===== src/rtl/okvt_pkg.sv =====
// shared types, constants and codes for the ordered key/value table
package okvt_pkg;

   // default build sizes
   localparam int CAPACITY_DEFAULT    = 16;
   localparam int KEY_WIDTH_DEFAULT   = 32;
   localparam int VALUE_WIDTH_DEFAULT = 32;
   localparam int COMMAND_WIDTH       = 3;

   // request commands
   typedef enum logic [COMMAND_WIDTH-1:0] {
      OP_INSERT           = 3'd0,
      OP_UPDATE           = 3'd1,
      OP_INSERT_OR_UPDATE = 3'd2,
      OP_ERASE            = 3'd3,
      OP_CONTAINS         = 3'd4,
      OP_GET_BY_KEY       = 3'd5,
      OP_GET_BY_INDEX     = 3'd6
   } op_type;

   // sequencer states
   typedef enum logic [2:0] {
      ST_IDLE,
      ST_DISPATCH,
      ST_SCAN,
      ST_SHIFT,
      ST_IDX_READ,
      ST_IDX_CAPTURE,
      ST_RESPOND
   } state_type;

   // controller to datapath
   typedef struct packed {
      logic start;        // latch request beat, clear result
      logic scan_begin;   // pointer to first entry
      logic seek_pos;     // pointer to requested position
      logic shift_begin;  // pointer to entry after the match
      logic step;         // issue read at pointer and advance
      logic shift_write;  // move lagging entry down by one
      logic cap_value;    // keep value of the matching entry
      logic cap_entry;    // keep key and value read by position
      logic set_ok;
      logic wr_append;    // write pair at the end, count up
      logic wr_update;    // overwrite value of the matching entry
      logic count_dec;
      logic load_rsp;
   } cmd_type;

   // datapath to controller
   typedef struct packed {
      op_type op;
      logic   full;
      logic   pos_ok;
      logic   hit;
      logic   miss;
      logic   shift_end;
   } status_type;

endpackage


===== src/rtl/ordered_key_value_table.sv =====
// top level of the ordered key/value table with linear key search
//
//   channel  direction  handshake              payload
//   req      in         req_valid / req_stall  command, key, new_value, position
//   rsp      out        rsp_valid / rsp_stall  ok, found_key, found_value, entry_count, is_empty
//   csr      in         csr_valid / csr_ready  entry_limit
//
// one request at a time; get_by_index reads the store by position, the key commands
// run the one-read-per-cycle key scan, and erase then also shifts the entries after the
// match down by one through the store ram.
// reset is synchronous: count cleared, limit set to capacity, store contents kept.
// a stalled response holds in its register; the next request is taken meanwhile.
module ordered_key_value_table
   import okvt_pkg::*;
#(
   parameter int CAPACITY    = CAPACITY_DEFAULT,
   parameter int KEY_WIDTH   = KEY_WIDTH_DEFAULT,
   parameter int VALUE_WIDTH = VALUE_WIDTH_DEFAULT,
   localparam int IDX_W = (CAPACITY > 1) ? $clog2(CAPACITY) : 1,
   localparam int CNT_W = $clog2(CAPACITY + 1)
) (
   input  logic                     clock,
   input  logic                     reset,
   input  logic                     req_valid,
   output logic                     req_stall,
   input  logic [COMMAND_WIDTH-1:0] req_command,
   input  logic [KEY_WIDTH-1:0]     req_key,
   input  logic [VALUE_WIDTH-1:0]   req_new_value,
   input  logic [IDX_W-1:0]         req_position,
   output logic                     rsp_valid,
   input  logic                     rsp_stall,
   output logic                     rsp_ok,
   output logic [KEY_WIDTH-1:0]     rsp_found_key,
   output logic [VALUE_WIDTH-1:0]   rsp_found_value,
   output logic [CNT_W-1:0]         rsp_entry_count,
   output logic                     rsp_is_empty,
   input  logic                     csr_valid,
   output logic                     csr_ready,
   input  logic [CNT_W-1:0]         csr_entry_limit
);

   cmd_type    cmd;
   status_type sts;

   // limit register takes a write every cycle
   assign csr_ready = 1'b1;

   okvt_ctrl u_ctrl (
      .clock     (clock),
      .reset     (reset),
      .req_valid (req_valid),
      .req_stall (req_stall),
      .rsp_valid (rsp_valid),
      .rsp_stall (rsp_stall),
      .sts       (sts),
      .cmd       (cmd)
   );

   okvt_datapath #(
      .CAPACITY    (CAPACITY),
      .KEY_WIDTH   (KEY_WIDTH),
      .VALUE_WIDTH (VALUE_WIDTH)
   ) u_datapath (
      .clock           (clock),
      .reset           (reset),
      .cmd             (cmd),
      .sts             (sts),
      .req_command     (req_command),
      .req_key         (req_key),
      .req_new_value   (req_new_value),
      .req_position    (req_position),
      .csr_valid       (csr_valid),
      .csr_entry_limit (csr_entry_limit),
      .rsp_ok          (rsp_ok),
      .rsp_found_key   (rsp_found_key),
      .rsp_found_value (rsp_found_value),
      .rsp_entry_count (rsp_entry_count),
      .rsp_is_empty    (rsp_is_empty)
   );

endmodule


===== src/rtl/okvt_ram.sv =====
// generic single write port ram with registered read
module okvt_ram #(
   parameter int WIDTH = 32,
   parameter int DEPTH = 16,
   localparam int ADDR_W = (DEPTH > 1) ? $clog2(DEPTH) : 1
) (
   input  logic              clock,
   input  logic              wr_en,
   input  logic [ADDR_W-1:0] wr_addr,
   input  logic [WIDTH-1:0]  wr_data,
   input  logic [ADDR_W-1:0] rd_addr,
   output logic [WIDTH-1:0]  rd_data
);

   logic [WIDTH-1:0] mem_ff [DEPTH];
   logic [WIDTH-1:0] rd_data_ff;

   // write port
   always_ff @(posedge clock) begin
      if (wr_en) begin
         mem_ff[wr_addr] <= wr_data;
      end
   end

   // registered read port
   always_ff @(posedge clock) begin
      rd_data_ff <= mem_ff[rd_addr];
   end

   assign rd_data = rd_data_ff;

endmodule


===== src/rtl/okvt_ctrl.sv =====
// sequencer for the ordered key/value table
module okvt_ctrl
   import okvt_pkg::*;
(
   input  logic       clock,
   input  logic       reset,
   input  logic       req_valid,
   output logic       req_stall,
   output logic       rsp_valid,
   input  logic       rsp_stall,
   input  status_type sts,
   output cmd_type    cmd
);

   state_type state_ff, state_in;
   logic      rsp_valid_ff, rsp_valid_in;

   // state and response valid registers
   always_ff @(posedge clock) begin
      if (reset) begin
         state_ff     <= ST_IDLE;
         rsp_valid_ff <= 1'b0;
      end else begin
         state_ff     <= state_in;
         rsp_valid_ff <= rsp_valid_in;
      end
   end

   // next state and commands
   always_comb begin
      state_in = state_ff;
      cmd      = '0;
      case (state_ff)
         ST_IDLE: begin
            if (req_valid) begin
               cmd.start = 1'b1;
               state_in  = ST_DISPATCH;
            end
         end
         ST_DISPATCH: begin
            case (sts.op)
               OP_INSERT: begin
                  if (sts.full) begin
                     state_in = ST_RESPOND;
                  end else begin
                     cmd.scan_begin = 1'b1;
                     state_in       = ST_SCAN;
                  end
               end
               OP_UPDATE, OP_INSERT_OR_UPDATE, OP_ERASE, OP_CONTAINS, OP_GET_BY_KEY: begin
                  cmd.scan_begin = 1'b1;
                  state_in       = ST_SCAN;
               end
               OP_GET_BY_INDEX: begin
                  if (sts.pos_ok) begin
                     cmd.seek_pos = 1'b1;
                     state_in     = ST_IDX_READ;
                  end else begin
                     state_in = ST_RESPOND;
                  end
               end
               default: state_in = ST_RESPOND;
            endcase
         end
         ST_SCAN: begin
            if (sts.hit) begin
               state_in = ST_RESPOND;
               case (sts.op)
                  OP_UPDATE, OP_INSERT_OR_UPDATE: begin
                     cmd.wr_update = 1'b1;
                     cmd.set_ok    = 1'b1;
                  end
                  OP_ERASE: begin
                     cmd.shift_begin = 1'b1;
                     state_in        = ST_SHIFT;
                  end
                  OP_CONTAINS: cmd.set_ok = 1'b1;
                  OP_GET_BY_KEY: begin
                     cmd.cap_value = 1'b1;
                     cmd.set_ok    = 1'b1;
                  end
                  default: ;
               endcase
            end else if (sts.miss) begin
               state_in = ST_RESPOND;
               case (sts.op)
                  OP_INSERT: begin
                     cmd.wr_append = 1'b1;
                     cmd.set_ok    = 1'b1;
                  end
                  OP_INSERT_OR_UPDATE: begin
                     if (!sts.full) begin
                        cmd.wr_append = 1'b1;
                        cmd.set_ok    = 1'b1;
                     end
                  end
                  default: ;
               endcase
            end else begin
               cmd.step = 1'b1;
            end
         end
         ST_SHIFT: begin
            if (sts.shift_end) begin
               cmd.count_dec = 1'b1;
               cmd.set_ok    = 1'b1;
               state_in      = ST_RESPOND;
            end else begin
               cmd.step        = 1'b1;
               cmd.shift_write = 1'b1;
            end
         end
         ST_IDX_READ: state_in = ST_IDX_CAPTURE;
         ST_IDX_CAPTURE: begin
            cmd.cap_entry = 1'b1;
            cmd.set_ok    = 1'b1;
            state_in      = ST_RESPOND;
         end
         ST_RESPOND: begin
            if (!rsp_valid_ff || !rsp_stall) begin
               cmd.load_rsp = 1'b1;
               state_in     = ST_IDLE;
            end
         end
         default: state_in = ST_IDLE;
      endcase
   end

   // output slot: filled on load, emptied when the beat is taken
   always_comb begin
      if (cmd.load_rsp) begin
         rsp_valid_in = 1'b1;
      end else if (!rsp_stall) begin
         rsp_valid_in = 1'b0;
      end else begin
         rsp_valid_in = rsp_valid_ff;
      end
   end

   assign req_stall = (state_ff != ST_IDLE);
   assign rsp_valid = rsp_valid_ff;

`ifndef SYNTHESIS
   a_accept_dispatch: assert property (@(posedge clock) disable iff (reset)
      req_valid && !req_stall |=> state_ff == ST_DISPATCH)
      else $error("accepted beat not dispatched");
   a_append_not_full: assert property (@(posedge clock) disable iff (reset)
      cmd.wr_append |-> !sts.full)
      else $error("append into a full table");
   a_shift_only_erase: assert property (@(posedge clock) disable iff (reset)
      state_ff == ST_SHIFT |-> sts.op == OP_ERASE)
      else $error("shift outside erase");
   a_no_overwrite: assert property (@(posedge clock) disable iff (reset)
      rsp_valid_ff && rsp_stall |-> !cmd.load_rsp)
      else $error("response slot overwritten while stalled");
`endif

endmodule


===== src/rtl/okvt_datapath.sv =====
// key and value stores, scan pointer, count, limit and response registers
module okvt_datapath
   import okvt_pkg::*;
#(
   parameter int CAPACITY    = CAPACITY_DEFAULT,
   parameter int KEY_WIDTH   = KEY_WIDTH_DEFAULT,
   parameter int VALUE_WIDTH = VALUE_WIDTH_DEFAULT,
   localparam int IDX_W = (CAPACITY > 1) ? $clog2(CAPACITY) : 1,
   localparam int CNT_W = $clog2(CAPACITY + 1)
) (
   input  logic                     clock,
   input  logic                     reset,
   input  cmd_type                  cmd,
   output status_type               sts,
   input  logic [COMMAND_WIDTH-1:0] req_command,
   input  logic [KEY_WIDTH-1:0]     req_key,
   input  logic [VALUE_WIDTH-1:0]   req_new_value,
   input  logic [IDX_W-1:0]         req_position,
   input  logic                     csr_valid,
   input  logic [CNT_W-1:0]         csr_entry_limit,
   output logic                     rsp_ok,
   output logic [KEY_WIDTH-1:0]     rsp_found_key,
   output logic [VALUE_WIDTH-1:0]   rsp_found_value,
   output logic [CNT_W-1:0]         rsp_entry_count,
   output logic                     rsp_is_empty
);

   // request fields held for the whole operation
   op_type                 op_ff;
   logic [KEY_WIDTH-1:0]   key_ff;
   logic [VALUE_WIDTH-1:0] val_ff;
   logic [IDX_W-1:0]       pos_ff;

   logic [CNT_W-1:0] count_ff, count_in;
   logic [CNT_W-1:0] limit_ff;
   logic [CNT_W-1:0] ptr_ff, ptr_in;
   logic [CNT_W-1:0] lag_idx_ff, lag_idx_in;
   logic             lag_valid_ff, lag_valid_in;

   logic                   res_ok_ff;
   logic [KEY_WIDTH-1:0]   res_key_ff;
   logic [VALUE_WIDTH-1:0] res_val_ff;

   logic                   rsp_ok_ff;
   logic [KEY_WIDTH-1:0]   rsp_key_ff;
   logic [VALUE_WIDTH-1:0] rsp_val_ff;
   logic [CNT_W-1:0]       rsp_count_ff;
   logic                   rsp_empty_ff;

   logic [KEY_WIDTH-1:0]   key_rd;
   logic [VALUE_WIDTH-1:0] val_rd;
   logic                   key_wr_en, val_wr_en;
   logic [IDX_W-1:0]       wr_addr;
   logic [KEY_WIDTH-1:0]   key_wr_data;
   logic [VALUE_WIDTH-1:0] val_wr_data;
   logic [CNT_W-1:0]       shift_dst;
   logic [CNT_W-1:0]       eff_limit;
   logic                   exhausted;
   logic                   hit;
   logic                   shift_move;

   // request beat capture
   always_ff @(posedge clock) begin
      if (cmd.start) begin
         op_ff  <= op_type'(req_command);
         key_ff <= req_key;
         val_ff <= req_new_value;
         pos_ff <= req_position;
      end
   end

   // entry limit register
   always_ff @(posedge clock) begin
      if (reset) begin
         limit_ff <= CNT_W'(CAPACITY);
      end else if (csr_valid) begin
         limit_ff <= csr_entry_limit;
      end
   end

   // status towards the sequencer
   assign eff_limit  = (limit_ff > CNT_W'(CAPACITY)) ? CNT_W'(CAPACITY) : limit_ff;
   assign exhausted  = (ptr_ff >= count_ff);
   assign hit        = lag_valid_ff && (key_rd == key_ff);
   assign shift_move = cmd.shift_write && lag_valid_ff;

   always_comb begin
      sts.op        = op_ff;
      sts.full      = (count_ff >= eff_limit);
      sts.pos_ok    = (CNT_W'(pos_ff) < count_ff);
      sts.hit       = hit;
      sts.miss      = exhausted && !hit;
      sts.shift_end = exhausted && !lag_valid_ff;
   end

   // scan pointer, with a lagging index that tracks the registered read
   always_comb begin
      ptr_in       = ptr_ff;
      lag_idx_in   = lag_idx_ff;
      lag_valid_in = lag_valid_ff;
      if (cmd.scan_begin) begin
         ptr_in       = '0;
         lag_valid_in = 1'b0;
      end else if (cmd.seek_pos) begin
         ptr_in = CNT_W'(pos_ff);
      end else if (cmd.shift_begin) begin
         ptr_in       = lag_idx_ff + CNT_W'(1);
         lag_valid_in = 1'b0;
      end else if (cmd.step) begin
         if (!exhausted) begin
            ptr_in       = ptr_ff + CNT_W'(1);
            lag_idx_in   = ptr_ff;
            lag_valid_in = 1'b1;
         end else begin
            lag_valid_in = 1'b0;
         end
      end
   end

   // entry count
   always_comb begin
      count_in = count_ff;
      if (cmd.wr_append) begin
         count_in = count_ff + CNT_W'(1);
      end else if (cmd.count_dec) begin
         count_in = count_ff - CNT_W'(1);
      end
   end

   always_ff @(posedge clock) begin
      if (reset) begin
         count_ff     <= '0;
         lag_valid_ff <= 1'b0;
      end else begin
         count_ff     <= count_in;
         lag_valid_ff <= lag_valid_in;
      end
   end

   always_ff @(posedge clock) begin
      ptr_ff     <= ptr_in;
      lag_idx_ff <= lag_idx_in;
   end

   // store write port selection
   assign shift_dst = lag_idx_ff - CNT_W'(1);
   assign key_wr_en = cmd.wr_append || shift_move;
   assign val_wr_en = cmd.wr_append || cmd.wr_update || shift_move;

   always_comb begin
      if (cmd.wr_append) begin
         wr_addr     = count_ff[IDX_W-1:0];
         key_wr_data = key_ff;
         val_wr_data = val_ff;
      end else if (cmd.wr_update) begin
         wr_addr     = lag_idx_ff[IDX_W-1:0];
         key_wr_data = key_ff;
         val_wr_data = val_ff;
      end else begin
         wr_addr     = shift_dst[IDX_W-1:0];
         key_wr_data = key_rd;
         val_wr_data = val_rd;
      end
   end

   okvt_ram #(
      .WIDTH (KEY_WIDTH),
      .DEPTH (CAPACITY)
   ) u_key_ram (
      .clock   (clock),
      .wr_en   (key_wr_en),
      .wr_addr (wr_addr),
      .wr_data (key_wr_data),
      .rd_addr (ptr_ff[IDX_W-1:0]),
      .rd_data (key_rd)
   );

   okvt_ram #(
      .WIDTH (VALUE_WIDTH),
      .DEPTH (CAPACITY)
   ) u_value_ram (
      .clock   (clock),
      .wr_en   (val_wr_en),
      .wr_addr (wr_addr),
      .wr_data (val_wr_data),
      .rd_addr (ptr_ff[IDX_W-1:0]),
      .rd_data (val_rd)
   );

   // result collected during the operation
   always_ff @(posedge clock) begin
      if (cmd.start) begin
         res_ok_ff  <= 1'b0;
         res_key_ff <= '0;
         res_val_ff <= '0;
      end else begin
         if (cmd.set_ok) begin
            res_ok_ff <= 1'b1;
         end
         if (cmd.cap_entry) begin
            res_key_ff <= key_rd;
         end
         if (cmd.cap_entry || cmd.cap_value) begin
            res_val_ff <= val_rd;
         end
      end
   end

   // response beat register
   always_ff @(posedge clock) begin
      if (cmd.load_rsp) begin
         rsp_ok_ff    <= res_ok_ff;
         rsp_key_ff   <= res_key_ff;
         rsp_val_ff   <= res_val_ff;
         rsp_count_ff <= count_ff;
         rsp_empty_ff <= (count_ff == '0);
      end
   end

   assign rsp_ok          = rsp_ok_ff;
   assign rsp_found_key   = rsp_key_ff;
   assign rsp_found_value = rsp_val_ff;
   assign rsp_entry_count = rsp_count_ff;
   assign rsp_is_empty    = rsp_empty_ff;

`ifndef SYNTHESIS
   a_count_bound: assert property (@(posedge clock) disable iff (reset)
      count_ff <= CNT_W'(CAPACITY))
      else $error("entry count above capacity");
   a_dec_nonzero: assert property (@(posedge clock) disable iff (reset)
      cmd.count_dec |-> count_ff != '0)
      else $error("erase with an empty table");
   a_append_count: assert property (@(posedge clock) disable iff (reset)
      cmd.wr_append |=> count_ff == $past(count_ff) + CNT_W'(1))
      else $error("append did not raise the count");
`endif

endmodule

===== config.mk =====
export PLATFORM = sky130hd
export DESIGN_NAME = ordered_key_value_table
export DESIGN_NICKNAME = d
export VERILOG_FILES = /design/src/rtl/okvt_pkg.sv /design/src/rtl/ordered_key_value_table.sv /design/src/rtl/okvt_ram.sv /design/src/rtl/okvt_ctrl.sv /design/src/rtl/okvt_datapath.sv
export SDC_FILE = /design/constraint.sdc
export NUM_CORES = 1
export LEC_CHECK = 0
export BUFFER_PORTS_ARGS = -buffer_cell sky130_fd_sc_hd__buf_2
export CELL_PAD_IN_SITES_DETAIL_PLACEMENT = 1
export CELL_PAD_IN_SITES_GLOBAL_PLACEMENT = 1
export CORE_MARGIN = 4
export CORE_UTILIZATION = 49
export CTS_BUF_LIST = sky130_fd_sc_hd__clkbuf_16
export CTS_CLUSTER_DIAMETER = 80
export CTS_CLUSTER_SIZE = 10
export DETAILED_ROUTE_END_ITERATION = 8
export MAX_ROUTING_LAYER = met4
export PLACE_DENSITY_LB_ADDON = 0.1
export SETUP_SLACK_MARGIN = 0.5
export SYNTH_ARGS = -nofsm -noshare
export SYNTH_HDL_FRONTEND = slang
export SYNTH_SLANG_ARGS = --single-unit

===== constraint.sdc =====
create_clock -name clock -period 5.54 [get_ports clock]
set_input_delay 0.277 -clock clock [delete_from_list [all_inputs] [get_ports clock]]
set_output_delay 0.277 -clock clock [all_outputs]
set_load 0.02 [all_outputs]

==> metrics.txt <==
status complete, no violations; overall routing resource usage 0.236; total power around 29 mW; Vias roughly 24000; worst-margin pin slew between 1 and 1.5 ns; core area roughly 100000 µm²; DR iter-0 viols about 2200; largest net degree at the start of global routing approximately 130; Die Span Y 327 µm; crit-path max FO 19; most frequent cells in the layout edfxtp_1, mux4_2, nand2_1, clkbuf_16, buf_2; via/cell ratio roughly 6; Reg-to-Reg End u_datapath.u_key_ram.mem_ff[2][25]; gpl congestion 0.795; Final Skew 0.0240 ns; crit path buf inv count 2; initial antenna violation count 2; Worst path depth 10; Core Rows 116; Data arrival, critical path around 5.0 ns; setup TNS 0 ns; CTS Root Cell clkbuf_16; Post-synth EDFFs roughly 1200; WS Path Type flip-flop to flip-flop; htree depth 4; CP endpoint kind flip-flop; Hold Buf Count CTS 91; RR Startpoint u_datapath.key_ff[3]; Seq pwr share 0.449; Internal between 20 and 25 mW; Die W ~330 µm; Seq/Total Area, Yosys 0.767; max cap viols 0; LEAKAGE between 15 and 20 nW; Hold Vio Cnt, Final 0; cell count after placement 3784; fin crit period approximately 4.5 ns; syn_nets approximately 2400; top area cells in the synthesized netlist edfxtp_1, mux4_2, dfxtp_1, mux2_4, nand2_1; Post-DP HPWL a little over 70 mm; post-CTS setup buffer count 0; count of unique library cells instantiated by Yosys between 60 and 70; crit share post-route 0.814; Max Freq between 200 and 250 MHz; IO buf count around 150; Mapped Cells ~2300; wire length per cell 28.9 µm; Area growth syn-to-layout 16.4%; worst hold path class input pin to flip-flop; Net Sw Frac 0.283; Async SR Flop Fraction 0; clk_lat worst skew approximately 0.75 ns; Seq cells post-synth around 1300; critical path cell sequence xnor2_1 -> nand4_1 -> nor4_4 -> nand3_2 -> nand2_2 -> inv_2 -> o31ai_2 -> o211ai_2 -> nor2_4 -> buf_12; Ports between 150 and 200; clock-pin slew on the worst setup and hold paths around 0.050 ns; share of layout cells above drive strength 1 0.293; peak supply drop ~0.00045 V; first-pass GRT wire length between 150 and 200 mm; delay of the slowest cell on the worst path 0.67 ns; Starting Density 0.495; DRT Pass-1 Iters 5; # DRC 0; number of global-route vias before repair 25900; clk buf depth 3; family with the most delay on the worst path simple AND/OR/NAND/NOR gates; Critical Path End u_datapath.u_key_ram.mem_ff[2][25]; Mapped Area around 50000 µm²; clock share of power 0.308; # nets final 2771; PwrDens roughly 500 nW/µm²; startpoint types flip-flop; post-route ant nets 0; WP data required 5.98 ns; worst reg-to-reg setup slack 1.03 ns; Register-to-Register Path Depth 10; top cell type's share of synthesized area 0.707; CTS tree built; Synth Warn # 0; Critical Path Start u_datapath.key_ff[3]; Finish-stage setup viols 0; area of the die ~110000 µm²; post-route insts no fill ~4100; Overflow after GRT 0; Top FF cell, synth edfxtp_1; Net Sw Power between 8 and 9 mW; relative slew slack 0.271; Slew Viols, Final 0; Slowest-stage cell, CP nor2_4; post-synthesis average cell area between 20 and 25 µm²; share of total power in combinational logic 0.244; commonest non-fill, non-tap cell in the layout edfxtp_1; CTS buffer count 150; number of diodes 0; post-CTS resize count 0; Routed WL around 120 mm; RSZ-0062 raised after global routing false; fill count 8593; Synth area leader edfxtp_1; CTS sink count around 1300
synthesized netlist by cell type, drive strengths merged (6+ instances only):
cell / n
nor2b: 7
mux4: 320
o21ai: 11
buf: 37
nand4: 16
nor2: 54
mux2: 66
inv: 17
clkbuf: 73
a21oi: 82
xnor2: 39
nand2: 159
a21o: 6
nand3: 10
edfxtp: 1171
dfxtp: 149
ha: 19
nor3: 11
mux2i: 11
state kept, by name, summed over array words and instances (netlist names), 3 cells and up:
name                            flops
u_datapath.rsp_found_key           32
u_datapath.u_key_ram.rd_data       32
u_datapath.lag_idx_ff               5
u_datapath.val_ff                  32
u_datapath.rsp_entry_count          5
u_datapath.op_ff                    3
u_datapath.u_key_ram.mem_ff       512
u_datapath.rsp_found_value         32
u_datapath.res_key_ff              32
u_datapath.u_value_ram.mem_ff     512
u_datapath.limit_ff                 5
u_ctrl.state_ff                     3
u_datapath.ptr_ff                   5
u_datapath.u_value_ram.rd_data     32
u_datapath.pos_ff                   4
u_datapath.key_ff                  32
u_datapath.res_val_ff              32
u_datapath.count_ff                 5
worst register-to-register path: cells and delay by family, from the launching register on:
| kind | cells | cell delay [ns] |
|---|---|---|
| flops | 1 | 0.42 |
| xor+xnor | 1 | 0.55 |
| buf+inv | 2 | 0.45 |
| simple gates | 5 | 1.81 |
| compound gates | 2 | 0.96 |
area by class of cell:
type	count	area, µm²	area share
clock buffer	154	3850	0.0666
clock inverter	119	572	0.00988
inverter	18	67.6	0.00117
multi-input combinational	876	11300	0.194
sequential	1320	38200	0.659
tap	1357	1700	0.0293
timing repair buffer	304	2280	0.0393
worst min path at each step:
stage | from | endpoint | slack [ns] | depth (start not counted)
2_1_floorplan | reset | u_ctrl.state_ff[0] | 0.35 | 1
3_3_place_gp | u_datapath.res_val_ff[22] | u_datapath.rsp_found_value[22] | 0.41 | 0
3_5_place_dp | u_datapath.res_key_ff[24] | u_datapath.rsp_found_key[24] | 0.42 | 0
4_1_cts | req_new_value[17] | u_datapath.val_ff[17] | 0.19 | 2
5_1_grt | req_new_value[15] | u_datapath.val_ff[15] | 0.21 | 2
6_report | req_new_value[26] | u_datapath.val_ff[26] | 0.25 | 2
layer usage:
metal,global-route usage,vias to the layer above,wire length [µm],part of all wire
met5,-,-,0,0
met4,0.0485,0,1680,0.014
met3,0.0414,132,6850,0.057
met2,0.361,732,57500,0.48
met1,0.341,13100,53900,0.45
li1,-,10200,-,-
power by group through the flow:
stage                     logic, mW  clock network, mW  registers, mW
final                          7.00               8.84           12.9
after global routing           7.49               9.52           12.9
after CTS                      7.12               9.05           12.9
after detailed placement       7.03                  0           13.1
after global placement         6.84                  0           13.1
after floorplan                4.82                  0           12.9
per-stage QoR:
| stage | util | setup slack [ns] | hold WS (ns) | instance area (µm²) |
|---|---|---|---|---|
| finish | 0.576 | 1.03 | 0.245 | 57900 |
| global route | 0.576 | 0.732 | 0.214 | 57900 |
| CTS | 0.576 | 1.05 | 0.195 | 57900 |
| detailed placement | 0.523 | 1.05 | 0.417 | 52500 |
| global placement | 0.523 | 1.17 | 0.411 | 52500 |
| floorplan | - | 0.404 | 0.346 | 49700 |
logic make-up after synthesis:
kind of cell / after synthesis / synth area share
AO/OA/AOI/OAI: 133 / 0.0159
adder cells (fa/ha/maj): 20 / 0.00518
AND/OR/NAND/NOR: 282 / 0.0254
flip-flops: 1320 / 0.767
multiplexers: 397 / 0.167
XOR/XNOR: 43 / 0.00757
other: 1 / 0.0000754
buffers and inverters: 128 / 0.0121
(Power assumes the default switching activity.)
